<file path="src/hdl/kbb_pkg.sv">
// ----------------------------------------------------------------------------
// kbb_pkg: shared definitions for the knapsack branch-and-bound core
// Widths, register indexes, the sequencer state type and the divider request
// layout used by the core and its serial divider.
// ----------------------------------------------------------------------------
package kbb_pkg;

  localparam int unsigned MaxItems = 16;
  localparam int unsigned LevelW   = 4;
  localparam int unsigned CountW   = 5;
  localparam int unsigned CapW     = 12;
  localparam int unsigned ByteW    = 8;
  localparam int unsigned ValW     = 20;
  localparam int unsigned BoundW   = 21;
  localparam int unsigned DivW     = 20;
  localparam int unsigned DivCntW  = 5;
  localparam int unsigned InDataW  = 24;
  localparam int unsigned OutDataW = 48;

  localparam logic CfgCapacity  = 1'b0;
  localparam logic CfgItemCount = 1'b1;

  localparam logic OpLoad  = 1'b0;
  localparam logic OpStart = 1'b1;

  typedef enum logic [13:0] {
    StIdle    = 14'b00000000000001,
    StEnter   = 14'b00000000000010,
    StTStart  = 14'b00000000000100,
    StTWait   = 14'b00000000001000,
    StMulW    = 14'b00000000010000,
    StMulV    = 14'b00000000100000,
    StAddV    = 14'b00000001000000,
    StEval    = 14'b00000010000000,
    StNextRd  = 14'b00000100000000,
    StMulB    = 14'b00001000000000,
    StBStart  = 14'b00010000000000,
    StBWait   = 14'b00100000000000,
    StNext    = 14'b01000000000000,
    StEmit    = 14'b10000000000000
  } state_e;

  typedef struct packed {
    logic            start;
    logic [DivW-1:0] num;
    logic [ByteW-1:0] den;
  } div_req_t;

endpackage

</file>
<file path="src/hdl/kbb_div.sv">
// ----------------------------------------------------------------------------
// kbb_div: serial restoring divider
// Divides a 20-bit numerator by an 8-bit nonzero divisor, one quotient bit
// per cycle; done_o pulses for one cycle with the quotient valid.
// ----------------------------------------------------------------------------
module kbb_div (
  input  logic                    clk_i,
  input  logic                    rst_ni,
  input  kbb_pkg::div_req_t       req_i,
  output logic                    done_o,
  output logic [kbb_pkg::DivW-1:0] quot_o
);
  import kbb_pkg::*;

  logic [DivW-1:0]    q_q, q_d;
  logic [ByteW-1:0]   rem_q, rem_d;
  logic [ByteW-1:0]   den_q;
  logic [DivCntW-1:0] cnt_q, cnt_d;
  logic               busy_q, busy_d;
  logic               done_q, done_d;
  logic [ByteW:0]     trial;
  logic [ByteW:0]     diff;
  logic               ge;

  assign trial = {rem_q, q_q[DivW-1]};
  assign diff  = trial - {1'b0, den_q};
  assign ge    = trial >= {1'b0, den_q};

  always_comb begin
    q_d    = q_q;
    rem_d  = rem_q;
    cnt_d  = cnt_q;
    busy_d = busy_q;
    done_d = 1'b0;
    if (req_i.start) begin
      q_d    = req_i.num;
      rem_d  = '0;
      cnt_d  = DivCntW'(DivW);
      busy_d = 1'b1;
    end else if (busy_q) begin
      q_d   = {q_q[DivW-2:0], ge};
      rem_d = ge ? diff[ByteW-1:0] : trial[ByteW-1:0];
      cnt_d = cnt_q - 1'b1;
      if (cnt_q == DivCntW'(1)) begin
        busy_d = 1'b0;
        done_d = 1'b1;
      end
    end
  end

  always_ff @(posedge clk_i or negedge rst_ni) begin
    if (!rst_ni) begin
      busy_q <= 1'b0;
      done_q <= 1'b0;
      cnt_q  <= '0;
    end else begin
      busy_q <= busy_d;
      done_q <= done_d;
      cnt_q  <= cnt_d;
    end
  end

  always_ff @(posedge clk_i) begin
    q_q   <= q_d;
    rem_q <= rem_d;
    if (req_i.start) begin
      den_q <= req_i.den;
    end
  end

  assign done_o = done_q;
  assign quot_o = q_q;

endmodule

</file>
<file path="src/hdl/knapsack_branch_and_bound_core.sv">
// ----------------------------------------------------------------------------
// knapsack_branch_and_bound_core: unbounded knapsack search engine
// Loads (weight, value) pairs into a table, then runs a depth-first
// branch-and-bound search and streams out the best counts per item.
//
//   Channel   Direction  Contents (low bits first)
//   s_axis    in         tuser: operation; tdata: index, weight, value
//   m_axis    out        tdata: index, count, total value, total weight;
//                        tlast: final item
//   cfg       in         capacity (index 0), item count (index 1)
//
// A load request writes one table entry. A start request runs the search: each
// tried count at a level is evaluated and then stepped down, entering a level
// asks the serial divider for the largest count that fits, and each bound test waits on it too.
// Results then leave one per cycle while the output side is ready.
// s_axis_tready is low from a start with a nonzero item count until the last result is taken.
// Reset returns the sequencer to idle, clears the search state and solution and sets capacity to 8
// and item count to 4; the table and datapath registers are not reset.
module knapsack_branch_and_bound_core (
  input  logic                          clk_i,
  input  logic                          rst_ni,
  input  logic                          s_axis_tvalid,
  output logic                          s_axis_tready,
  // item_index[3:0], item_weight[11:4], item_value[19:12], zero pad
  input  logic [kbb_pkg::InDataW-1:0]   s_axis_tdata,
  // operation
  input  logic                          s_axis_tuser,
  output logic                          m_axis_tvalid,
  input  logic                          m_axis_tready,
  // out_index[3:0], out_count[15:4], best_total_value[35:16],
  // best_total_weight[47:36]
  output logic [kbb_pkg::OutDataW-1:0]  m_axis_tdata,
  output logic                          m_axis_tlast,
  input  logic                          cfg_we_i,
  input  logic                          cfg_idx_i,
  input  logic [kbb_pkg::CapW-1:0]      cfg_data_i
);
  import kbb_pkg::*;

  state_e state_q, state_d;

  logic [ByteW-1:0]  wt_tbl [MaxItems];
  logic [ByteW-1:0]  val_tbl [MaxItems];
  logic [CapW-1:0]   cur_q [MaxItems];
  logic [CapW-1:0]   best_q [MaxItems];

  logic [CapW-1:0]   cap_q;
  logic [CountW-1:0] icnt_q;
  logic [CountW-1:0] active_q;
  logic [LevelW-1:0] level_q;
  logic [LevelW-1:0] emit_q;
  logic [CapW-1:0]   rw_q;
  logic [ValW-1:0]   rv_q;
  logic [ValW-1:0]   bv_q;
  logic [CapW-1:0]   bw_q;
  logic [ByteW-1:0]  w_q, v_q, nw_q, nv_q;
  logic [CapW-1:0]   top_q;
  logic [ValW-1:0]   prod_q;

  logic [LevelW-1:0] tbl_addr;
  logic [ByteW-1:0]  tbl_w, tbl_v;
  logic [CapW-1:0]   room;
  logic [ByteW-1:0]  mul_a;
  logic [CapW-1:0]   mul_b;
  logic [BoundW-1:0] bound;
  logic              is_last_level;
  logic              accept;
  logic [CountW-1:0] active_new;
  div_req_t          div_req;
  logic              div_done;
  logic [DivW-1:0]   div_quot;

  kbb_div u_div (
    .clk_i  (clk_i),
    .rst_ni (rst_ni),
    .req_i  (div_req),
    .done_o (div_done),
    .quot_o (div_quot)
  );

  assign s_axis_tready = (state_q == StIdle);
  assign accept        = s_axis_tvalid && s_axis_tready;
  assign active_new    = (icnt_q > CountW'(MaxItems)) ? CountW'(MaxItems) : icnt_q;

  assign tbl_addr = (state_q == StNextRd) ? level_q + 1'b1 : level_q;
  assign tbl_w    = (wt_tbl[tbl_addr] == '0) ? ByteW'(1) : wt_tbl[tbl_addr];
  assign tbl_v    = val_tbl[tbl_addr];
  assign room     = cap_q - rw_q;
  assign is_last_level = ({1'b0, level_q} + 1'b1) == active_q;
  assign bound    = {1'b0, rv_q} + {1'b0, div_quot};

  // The one multiplier serves w*top, v*top and the bound numerator.
  always_comb begin
    mul_a = w_q;
    mul_b = top_q;
    case (state_q)
      StMulV:  mul_b = top_q;
      StMulB:  mul_b = room;
      default: mul_b = top_q;
    endcase
    case (state_q)
      StMulV:  mul_a = v_q;
      StMulB:  mul_a = nv_q;
      default: mul_a = w_q;
    endcase
  end

  always_comb begin
    div_req.start = 1'b0;
    div_req.num   = {{(DivW-CapW){1'b0}}, room};
    div_req.den   = w_q;
    case (state_q)
      StTStart: div_req.start = 1'b1;
      StBStart: begin
        div_req.start = 1'b1;
        div_req.num   = prod_q;
        div_req.den   = nw_q;
      end
      default: div_req.start = 1'b0;
    endcase
  end

  always_comb begin
    state_d = state_q;
    case (state_q)
      StIdle: begin
        if (accept && s_axis_tuser == OpStart && active_new != '0) begin
          state_d = StEnter;
        end
      end
      StEnter:  state_d = StTStart;
      StTStart: state_d = StTWait;
      StTWait:  if (div_done) state_d = StMulW;
      StMulW:   state_d = StMulV;
      StMulV:   state_d = StAddV;
      StAddV:   state_d = StEval;
      StEval:   state_d = is_last_level ? StNext : StNextRd;
      StNextRd: state_d = StMulB;
      StMulB:   state_d = StBStart;
      StBStart: state_d = StBWait;
      StBWait: begin
        if (div_done) begin
          state_d = (bound > {1'b0, bv_q}) ? StEnter : StNext;
        end
      end
      StNext: begin
        if (cur_q[level_q] == '0) begin
          // Level exhausted: climb back up, or finish at the root.
          state_d = (level_q == '0) ? StEmit : StNext;
        end else begin
          state_d = StEval;
        end
      end
      StEmit: begin
        if (m_axis_tready && ({1'b0, emit_q} + 1'b1) == active_q) begin
          state_d = StIdle;
        end
      end
      default: state_d = StIdle;
    endcase
  end

  always_ff @(posedge clk_i or negedge rst_ni) begin
    if (!rst_ni) begin
      state_q  <= StIdle;
      cap_q    <= CapW'(8);
      icnt_q   <= CountW'(4);
      active_q <= '0;
      level_q  <= '0;
      emit_q   <= '0;
      rw_q     <= '0;
      rv_q     <= '0;
      bv_q     <= '0;
      bw_q     <= '0;
      for (int i = 0; i < MaxItems; i++) begin
        cur_q[i]  <= '0;
        best_q[i] <= '0;
      end
    end else begin
      state_q <= state_d;
      if (cfg_we_i) begin
        case (cfg_idx_i)
          CfgCapacity:  cap_q  <= cfg_data_i;
          CfgItemCount: icnt_q <= cfg_data_i[CountW-1:0];
          default:      cap_q  <= cap_q;
        endcase
      end
      case (state_q)
        StIdle: begin
          if (accept && s_axis_tuser == OpStart) begin
            active_q <= active_new;
            level_q  <= '0;
            emit_q   <= '0;
            rw_q     <= '0;
            rv_q     <= '0;
            bv_q     <= '0;
            bw_q     <= '0;
            for (int i = 0; i < MaxItems; i++) begin
              cur_q[i]  <= '0;
              best_q[i] <= '0;
            end
          end
        end
        StMulV: begin
          rw_q           <= rw_q + prod_q[CapW-1:0];
          cur_q[level_q] <= top_q;
        end
        StAddV: rv_q <= rv_q + prod_q;
        StEval: begin
          if (is_last_level && rv_q > bv_q) begin
            bv_q <= rv_q;
            bw_q <= rw_q;
            for (int i = 0; i < MaxItems; i++) begin
              best_q[i] <= cur_q[i];
            end
          end
        end
        StBWait: begin
          if (div_done && bound > {1'b0, bv_q}) begin
            level_q <= level_q + 1'b1;
          end
        end
        StNext: begin
          if (cur_q[level_q] == '0) begin
            if (level_q != '0) begin
              level_q <= level_q - 1'b1;
            end
          end else begin
            cur_q[level_q] <= cur_q[level_q] - 1'b1;
            rw_q           <= rw_q - {{(CapW-ByteW){1'b0}}, w_q};
            rv_q           <= rv_q - {{(ValW-ByteW){1'b0}}, v_q};
          end
        end
        StEmit: begin
          if (m_axis_tready) begin
            emit_q <= emit_q + 1'b1;
          end
        end
        default: level_q <= level_q;
      endcase
    end
  end

  // Table and datapath registers without reset.
  always_ff @(posedge clk_i) begin
    if (accept && s_axis_tuser == OpLoad) begin
      wt_tbl[s_axis_tdata[LevelW-1:0]]  <= s_axis_tdata[LevelW+ByteW-1:LevelW];
      val_tbl[s_axis_tdata[LevelW-1:0]] <= s_axis_tdata[LevelW+2*ByteW-1:LevelW+ByteW];
    end
    if (state_q == StEnter) begin
      w_q <= tbl_w;
      v_q <= tbl_v;
    end
    // After climbing back, the parent's unit weight and value are reloaded.
    if (state_q == StNext && cur_q[level_q] == '0 && level_q != '0) begin
      w_q <= (wt_tbl[level_q - 1'b1] == '0) ? ByteW'(1) : wt_tbl[level_q - 1'b1];
      v_q <= val_tbl[level_q - 1'b1];
    end
    if (state_q == StNextRd) begin
      nw_q <= tbl_w;
      nv_q <= tbl_v;
    end
    if (state_q == StTWait && div_done) begin
      top_q <= div_quot[CapW-1:0];
    end
    if (state_q == StMulW || state_q == StMulV || state_q == StMulB) begin
      prod_q <= ValW'(mul_a) * ValW'(mul_b);
    end
  end

  assign m_axis_tvalid = (state_q == StEmit);
  assign m_axis_tlast  = ({1'b0, emit_q} + 1'b1) == active_q;
  assign m_axis_tdata  = {bw_q, bv_q, best_q[emit_q], emit_q};

endmodule
</file>
<file path="config.mk">
export PLATFORM = sky130hd
export DESIGN_NAME = knapsack_branch_and_bound_core
export DESIGN_NICKNAME = d
export VERILOG_FILES = /design/src/hdl/kbb_pkg.sv /design/src/hdl/kbb_div.sv /design/src/hdl/knapsack_branch_and_bound_core.sv
export SDC_FILE = /design/constraint.sdc
export NUM_CORES = 2
export LEC_CHECK = 0
export BUFFER_PORTS_ARGS = -buffer_cell sky130_fd_sc_hd__buf_2
export CORE_MARGIN = 5
export CORE_UTILIZATION = 30
export CTS_CLUSTER_SIZE = 8
export DETAILED_ROUTE_END_ITERATION = 6
export PLACE_DENSITY = 0.51
export SYNTH_ARGS = -nofsm -noshare
export SYNTH_HDL_FRONTEND = slang
export SYNTH_SLANG_ARGS = --single-unit
</file>
<file path="constraint.sdc">
create_clock -name clk_i -period 7 [get_ports clk_i]
set_input_delay 1.05 -clock clk_i [delete_from_list [all_inputs] [get_ports clk_i]]
set_output_delay 1.05 -clock clk_i [all_outputs]
set_load 0.05 [all_outputs]
</file>
# Word level (Yosys, flattened, before mapping)
# Memory sizes are Yosys's and may differ from the RTL's.
# Cells that the tools add are included.
word_totals:
  latch_bits: 0
  n_memories: 2
  mem_bits_rw: 256
  rom_bits: 0
  ff_bits: 599
mem_list:
  columns: ["name", "depth", "word_bits", "rd", "rd_ports_with_merged_regs", "wr", "line_no", "source"]
  rows:
  - ["val_tbl", 16, 8, 2, 0, 1, "knapsack_branch_and_bound_core.sv:43", "logic [ByteW-1:0] val_tbl [MaxItems];"]
  - ["wt_tbl", 16, 8, 2, 0, 1, "knapsack_branch_and_bound_core.sv:42", "logic [ByteW-1:0] wt_tbl [MaxItems];"]
classes:
  multipliers: 1
  mux: 66
  bitwise_logic: 4
  n_shift: 0
  addsub: 14
  eq_ne: 28
  n_lt_le_gt_ge: 7
  n_reduce_logical: 36
  div: 0
ops:
  columns: ["cell", "n"]
  rows:
  - ["192-bit two-way mux", 3]
  - ["192-bit case mux with 3 select lines", 1]
  - ["192-bit bitwise mux", 2]
  - ["192-bit case mux with 2 select lines", 1]
  - ["14-bit case mux with 14 select lines", 1]
  - ["12-bit two-way mux", 9]
  - ["20-bit two-way mux", 5]
  - ["12-bit binary-select mux with 4-bit select", 2]
  - ["14-bit two-way mux", 6]
  - ["20-bit case mux with 3 select lines", 1]
  - ["8-bit two-way mux", 7]
  - ["12-bit demux with 4-bit select", 1]
  - ["20-bit case mux with 2 select lines", 1]
  - ["12-bit case mux with 3 select lines", 1]
  - ["28-bit two-way mux", 1]
  - ["13-bit two-way mux", 2]
  - ["4-bit two-way mux", 6]
  - ["12-bit case mux with 2 select lines", 1]
  - ["20-bit by 20-bit adder with 21-bit output", 1]
  - ["21-bit by 20-bit greater-than comparator with 1-bit output", 1]
  - ["20-bit adder", 1]
  - ["20-bit greater-than comparator", 1]
  - ["8-bit by 12-bit multiplier with 20-bit output", 1]
  - ["20-bit by 8-bit subtractor with 20-bit output", 1]
  - ["other kinds (52)", 99]

# Logic depth before layout (Yosys ltp)
depth:
  depth_word: 8
  mapped_depth: 28

# By module
# Synthesis repeated with hierarchy kept, for this count alone.
unflattened:
  cells_unflattened: 4991
  hier_area_um2: 50169.4
by_module_without_submodules:
  columns: ["module", "cells_per_inst", "n_inst", "area_per_inst_um2"]
  rows:
  - ["knapsack_branch_and_bound_core", 4815, 1, 47979.8]
  - ["kbb_div", 176, 1, 2189.6]

# Worst setup path after synthesis
# OpenSTA, ideal clock, no wires.
synth_path:
  kind: "reg2reg"
  start: "register state_q[1]"
  end: "register prod_q[19] (data pin)"
  path_stages_with_launch: 26
  period_less_slack_ns: 6.547
  arrival_time_ns: 6.287
  required_ns: 6.740
  path_buffers: 3
  path_slack_ns: 0.453
  path_cell_list: "dfrtp_1 -> nor4_4 -> and2_1 -> buf_2 -> nand4_1 -> or3b_2 -> clkbuf_1 -> and3_1 -> a221oi_1 -> clkbuf_1 -> nor2_1 -> fa_1 -> fa_1 -> fa_1 -> inv_1 -> fa_1 -> inv_1 -> ha_1 -> or3_1 -> o21ai_0 -> a211oi_1 -> nor3_1 -> nor3_1 -> a211o_1 -> a21oi_1 -> xnor2_1"
synth_via:
  elab_chain_len: 3
  elab_cells_between_ends: 5
synth_rtl:
  columns: ["element", "line_no", "source"]
  rows:
  - ["start: declaration", "knapsack_branch_and_bound_core.sv:40", "state_e state_q, state_d;"]
  - ["start signal: assignment", "knapsack_branch_and_bound_core.sv:165", "state_q <= StIdle;"]
  - ["start signal: assignment", "knapsack_branch_and_bound_core.sv:180", "state_q <= state_d;"]
  - ["14-bit by 10-bit == test with 1-bit output / 14-bit by 6-bit == test with 1-bit output (equally long branches)", "knapsack_branch_and_bound_core.sv:96, knapsack_branch_and_bound_core.sv:101", null]
  - ["8-bit case mux with 2 select lines / 12-bit two-way mux (equally long branches)", "knapsack_branch_and_bound_core.sv:101, knapsack_branch_and_bound_core.sv:96", null]
  - ["8-bit by 12-bit multiplier with 20-bit output *", "knapsack_branch_and_bound_core.sv:267", "prod_q <= ValW'(mul_a) * ValW'(mul_b);"]
  - ["end signal: assignment", "knapsack_branch_and_bound_core.sv:267", null]
  - ["end: declaration", "knapsack_branch_and_bound_core.sv:58", "logic [ValW-1:0] prod_q;"]
# Mark *: on every way between the ends. The rest lies on a longest branch, timed or not.
# A chain may end at the register's enable or synchronous reset.

# Worst setup path after layout
layout_path:
  start: "register cap_q[0]"
  end: "register prod_q[19] (data pin)"
layout_via:
  elab_chain_len: 3
layout_rtl:
  columns: ["element", "line_no", "source"]
  rows:
  - ["start: declaration", "knapsack_branch_and_bound_core.sv:47", "logic [CapW-1:0] cap_q;"]
  - ["start signal: assignment", "knapsack_branch_and_bound_core.sv:166", "cap_q <= CapW'(8);"]
  - ["start signal: assignment", "knapsack_branch_and_bound_core.sv:183", "CfgCapacity: cap_q <= cfg_data_i;"]
  - ["start signal: assignment", "knapsack_branch_and_bound_core.sv:185", "default: cap_q <= cap_q;"]
  - ["12-bit subtractor", "knapsack_branch_and_bound_core.sv:88", "assign room = cap_q - rw_q;"]
  - ["12-bit two-way mux", "knapsack_branch_and_bound_core.sv:96", "case (state_q)"]
  - ["8-bit by 12-bit multiplier with 20-bit output", "knapsack_branch_and_bound_core.sv:267", null]
# No other way between the ends.

==> out/qor.yml <==
placement.cell_area_mm2: 0.0539
drv_slew: 0
antenna_found_initial: 12
cp.arrival_ns: 7.17
power_mw: 18.2
dieHeight_um: 421
synth_edf_count: 348
end_kind: "register"
synth_fa_ha_area_frac: 0.0650
ys_types: 95
use_met1: 0.255
required_ns: 7.49
regArea_mm2: 0.0231
cts_buffers: 117
hold_class: "in2async"
nFillCells: 17100
synth_area_mm2: 0.0508
grtUsageTotal: 0.186
min_period_ns: 6.68
syn-num-nets: 5168
synth_top_family_by_area: "multiplexers"
clkTransAtPathRegs_ns: 0.05
cpPeakStageDelay_ns: 0.51
tightest_slew_ns: 1.36
status: "finished, final reports clean"
fin_tns_setup_ns: 0
io_pins: 94
path_max_fanout: 7
synth_warnings: 0
syn_inst: 4900
peakVddDrop_v: 0.000226
initial_core_util: 0.301
grt_pass1_vias: 38300
finalSetupViolCount: 0
ys.flop_type: "dfrtp_1"
gp_congestion: 0.855
cp-start-kind: "register"
htreeDepth: 3
core_mm2: 0.169
hold_viol: 0
maxCapViolCount: 0
skew_ns: 0.0556
slew_headroom: 0.0865
cts_buffer_depth: 3
wl_mm: 170
grt_max_degree: 131
final_nets: 5177
first_pass_iters: 7
clockRootBuffer: "clkbuf_16"
grt.busiest_layer: "met2"
synth.mux.area_fraction: 0.155
fin_util: 0.338
p_per_area_mw_per_mm2: 318
io_buffers: 89
dieWidth_um: 421
ys_seq_area_frac: 0.455
hpwl_mm: 111
grt-ovfl-total: 0
syn_area_per_cell_um2: 10.4
cts_hold_buf: 0
cts_tree: "built"
cts.sinks: 855
use_met3: 0.0275
fmax_mhz: 150
postRouteAntennaNets: 0
crit_top_cell: "fa_1"
areaGrowthSynthToFinish_pct: 12.5
p_leak_nw: 22.2
ys_ff_latch: 855
clk_latency_ns: 0.76
layout-drive-gt1-share: 0.135
grt_use_met2: 0.308
grt_pass1_wl_mm: 254
cpMaxStageDelayCell: "fa_1"
num_rows: 151
fin_area_mm2: 0.0571
finalCritPeriodShare: 0.955
critical_path_class: "reg2reg"
wire_per_inst_um: 23.6
drc: 0
async_reset_ff_frac: 0.584
dieArea_mm2: 0.178
yosys.area_share.simple: 0.120
routed_via_density: 5.39
synth_compound_area_frac: 0.130
multi_input_area_mm2: 0.0251
vias: 38700
synthXorXnorAreaFrac: 0.0186
rsz0062_at_grt: "true"
drt_iter0_drc: 3760
==> layer usage <==
metal / routed length (µm) / share of wire
met2: 80000 / 0.47
met3: 10300 / 0.061
met5: 0 / 0
met4: 5010 / 0.030
met1: 74400 / 0.44
==> path summary, 6_finish.rpt <==
path                           startpoint             end  slack [ns]  cells after the start
min                                rst_ni        cur_q[5]        0.31                      1
max reg2reg                      cap_q[0]      prod_q[19]        0.32                     28
min in group clk_i         u_div.rem_q[4]  u_div.rem_q[4]        0.51                      2
min reg2reg                u_div.rem_q[4]  u_div.rem_q[4]        0.51                      2
max                              cap_q[0]      prod_q[19]        0.32                     28
max in group asynchronous          rst_ni      best_q[91]        5.09                      2
==> worst max-delay path, delay by kind of cell, from the launching register on <==
kind                     cells  cell delay, ns
AO/OA/AOI/OAI                8            1.61
XOR/XNOR                     2            0.26
adder cells (fa/ha/maj)      7            2.70
buffers and inverters        6            0.58
flip-flops                   1            0.36
multiplexers                 1            0.33
AND/OR/NAND/NOR              4            0.61
==> registers in the layout (all words and copies together), names as in the netlist, 12 cells and up <==
signal and flops:
best_q 192, cur_q 192, val_tbl 128, wt_tbl 128
bv_q 20, prod_q 20, rv_q 20, u_div.quot_o 20
state_q 14, bw_q 12, cap_q 12, rw_q 12
top_q 12
==> cell usage after synthesis, types with 31 or more instances <==
cell / instances / share of area
nand2_1: 543 / 0.040
dfrtp_1: 496 / 0.24
o21ai_0: 448 / 0.044
nor2_1: 409 / 0.030
inv_1: 357 / 0.026
mux2i_1: 350 / 0.069
edfxtp_1: 348 / 0.21
clkbuf_1: 231 / 0.017
a21oi_1: 177 / 0.017
mux4_2: 170 / 0.075
ha_1: 160 / 0.039
a31oi_1: 111 / 0.014
nand3_1: 91 / 0.0090
and3_1: 73 / 0.0090
xnor2_1: 71 / 0.012
fa_1: 65 / 0.026
buf_2: 60 / 0.0059
nor3_1: 57 / 0.0056
mux2_2: 46 / 0.010
a21o_1: 35 / 0.0052
o21a_1: 35 / 0.0052
xor2_1: 35 / 0.0060
a211oi_1: 34 / 0.0050
a311oi_1: 33 / 0.0057
a22oi_1: 32 / 0.0047
o22a_1: 31 / 0.0053
==> area by class of cell <==
type,instances,area share
diodes,5,0.000219
flip-flops and latches,855,0.404
multi-input cells,3344,0.439
inverters,360,0.0237
well taps,2218,0.0486
repair buffers,231,0.0275
clock buffers,157,0.0539
clock inverters,8,0.00265
==> cells in the final DEF (no fill, tap or decap), drive strengths merged, types with 9 or more instances in the layout <==
| cell | synthesis | final |
|---|---|---|
| nand3 | 91 | 91 |
| nand2b | 15 | 15 |
| mux2 | 46 | 46 |
| nand4 | 17 | 17 |
| a221oi | 24 | 24 |
| mux4 | 170 | 170 |
| buf | 107 | 231 |
| or2 | 23 | 23 |
| clkbuf | 234 | 157 |
| nand3b | 14 | 14 |
| o22ai | 26 | 26 |
| dfrtp | 496 | 496 |
| edfxtp | 348 | 348 |
| a21oi | 178 | 178 |
| ha | 160 | 160 |
| a22o | 11 | 11 |
| fa | 65 | 65 |
| o211ai | 10 | 10 |
| xnor2 | 72 | 72 |
| a31oi | 111 | 111 |
| nand2 | 546 | 546 |
| and3 | 73 | 73 |
| mux2i | 350 | 350 |
| o21ai | 463 | 463 |
| nor3 | 58 | 58 |
| inv | 359 | 362 |
| nor2 | 409 | 409 |
| a211oi | 34 | 34 |
| nor2b | 22 | 22 |
| o22a | 31 | 31 |
| xor2 | 35 | 35 |
| and2 | 22 | 22 |
| nor3b | 9 | 9 |
| o21a | 35 | 35 |
| a22oi | 33 | 33 |
| nor4 | 18 | 18 |
| or3 | 16 | 16 |
| a21o | 35 | 35 |
| a311oi | 33 | 33 |
==> logic make-up after synthesis <==
kind of cell,Yosys count
muxes,566
buffers and inverters,701
adders and majority gates,225
AOI/OAI and AO/OA,1087
xor gates and xnor gates,107
and+or+nand+nor,1359
DFF,855
==> per-stage QoR <==
step           cells  hold slack [ns]  setup slack (ns)
2_1_floorplan   4900            0.454             0.453
3_3_place_gp    7007            0.496             0.177
3_5_place_dp    7007            0.502             0.162
4_1_cts         7172            0.347             0.162
5_1_grt         7176            0.338           -0.0589
6_report        7178            0.309             0.318
==> power breakdown <==
group	leakage, nW	internal [mW]	switching, mW
Clock	1.55	3.02	2.25
Sequential	9.57	6.24	0.654
Combinational	11.1	2.12	3.91
==> what timing repair did <==
item | in CTS | in global routing
gates resized for setup | 0 | 11
endpoints found under the setup margin | 0 | 4
buffers inserted | 0 | 1
Note: power is estimated with default switching activity, not from simulation.
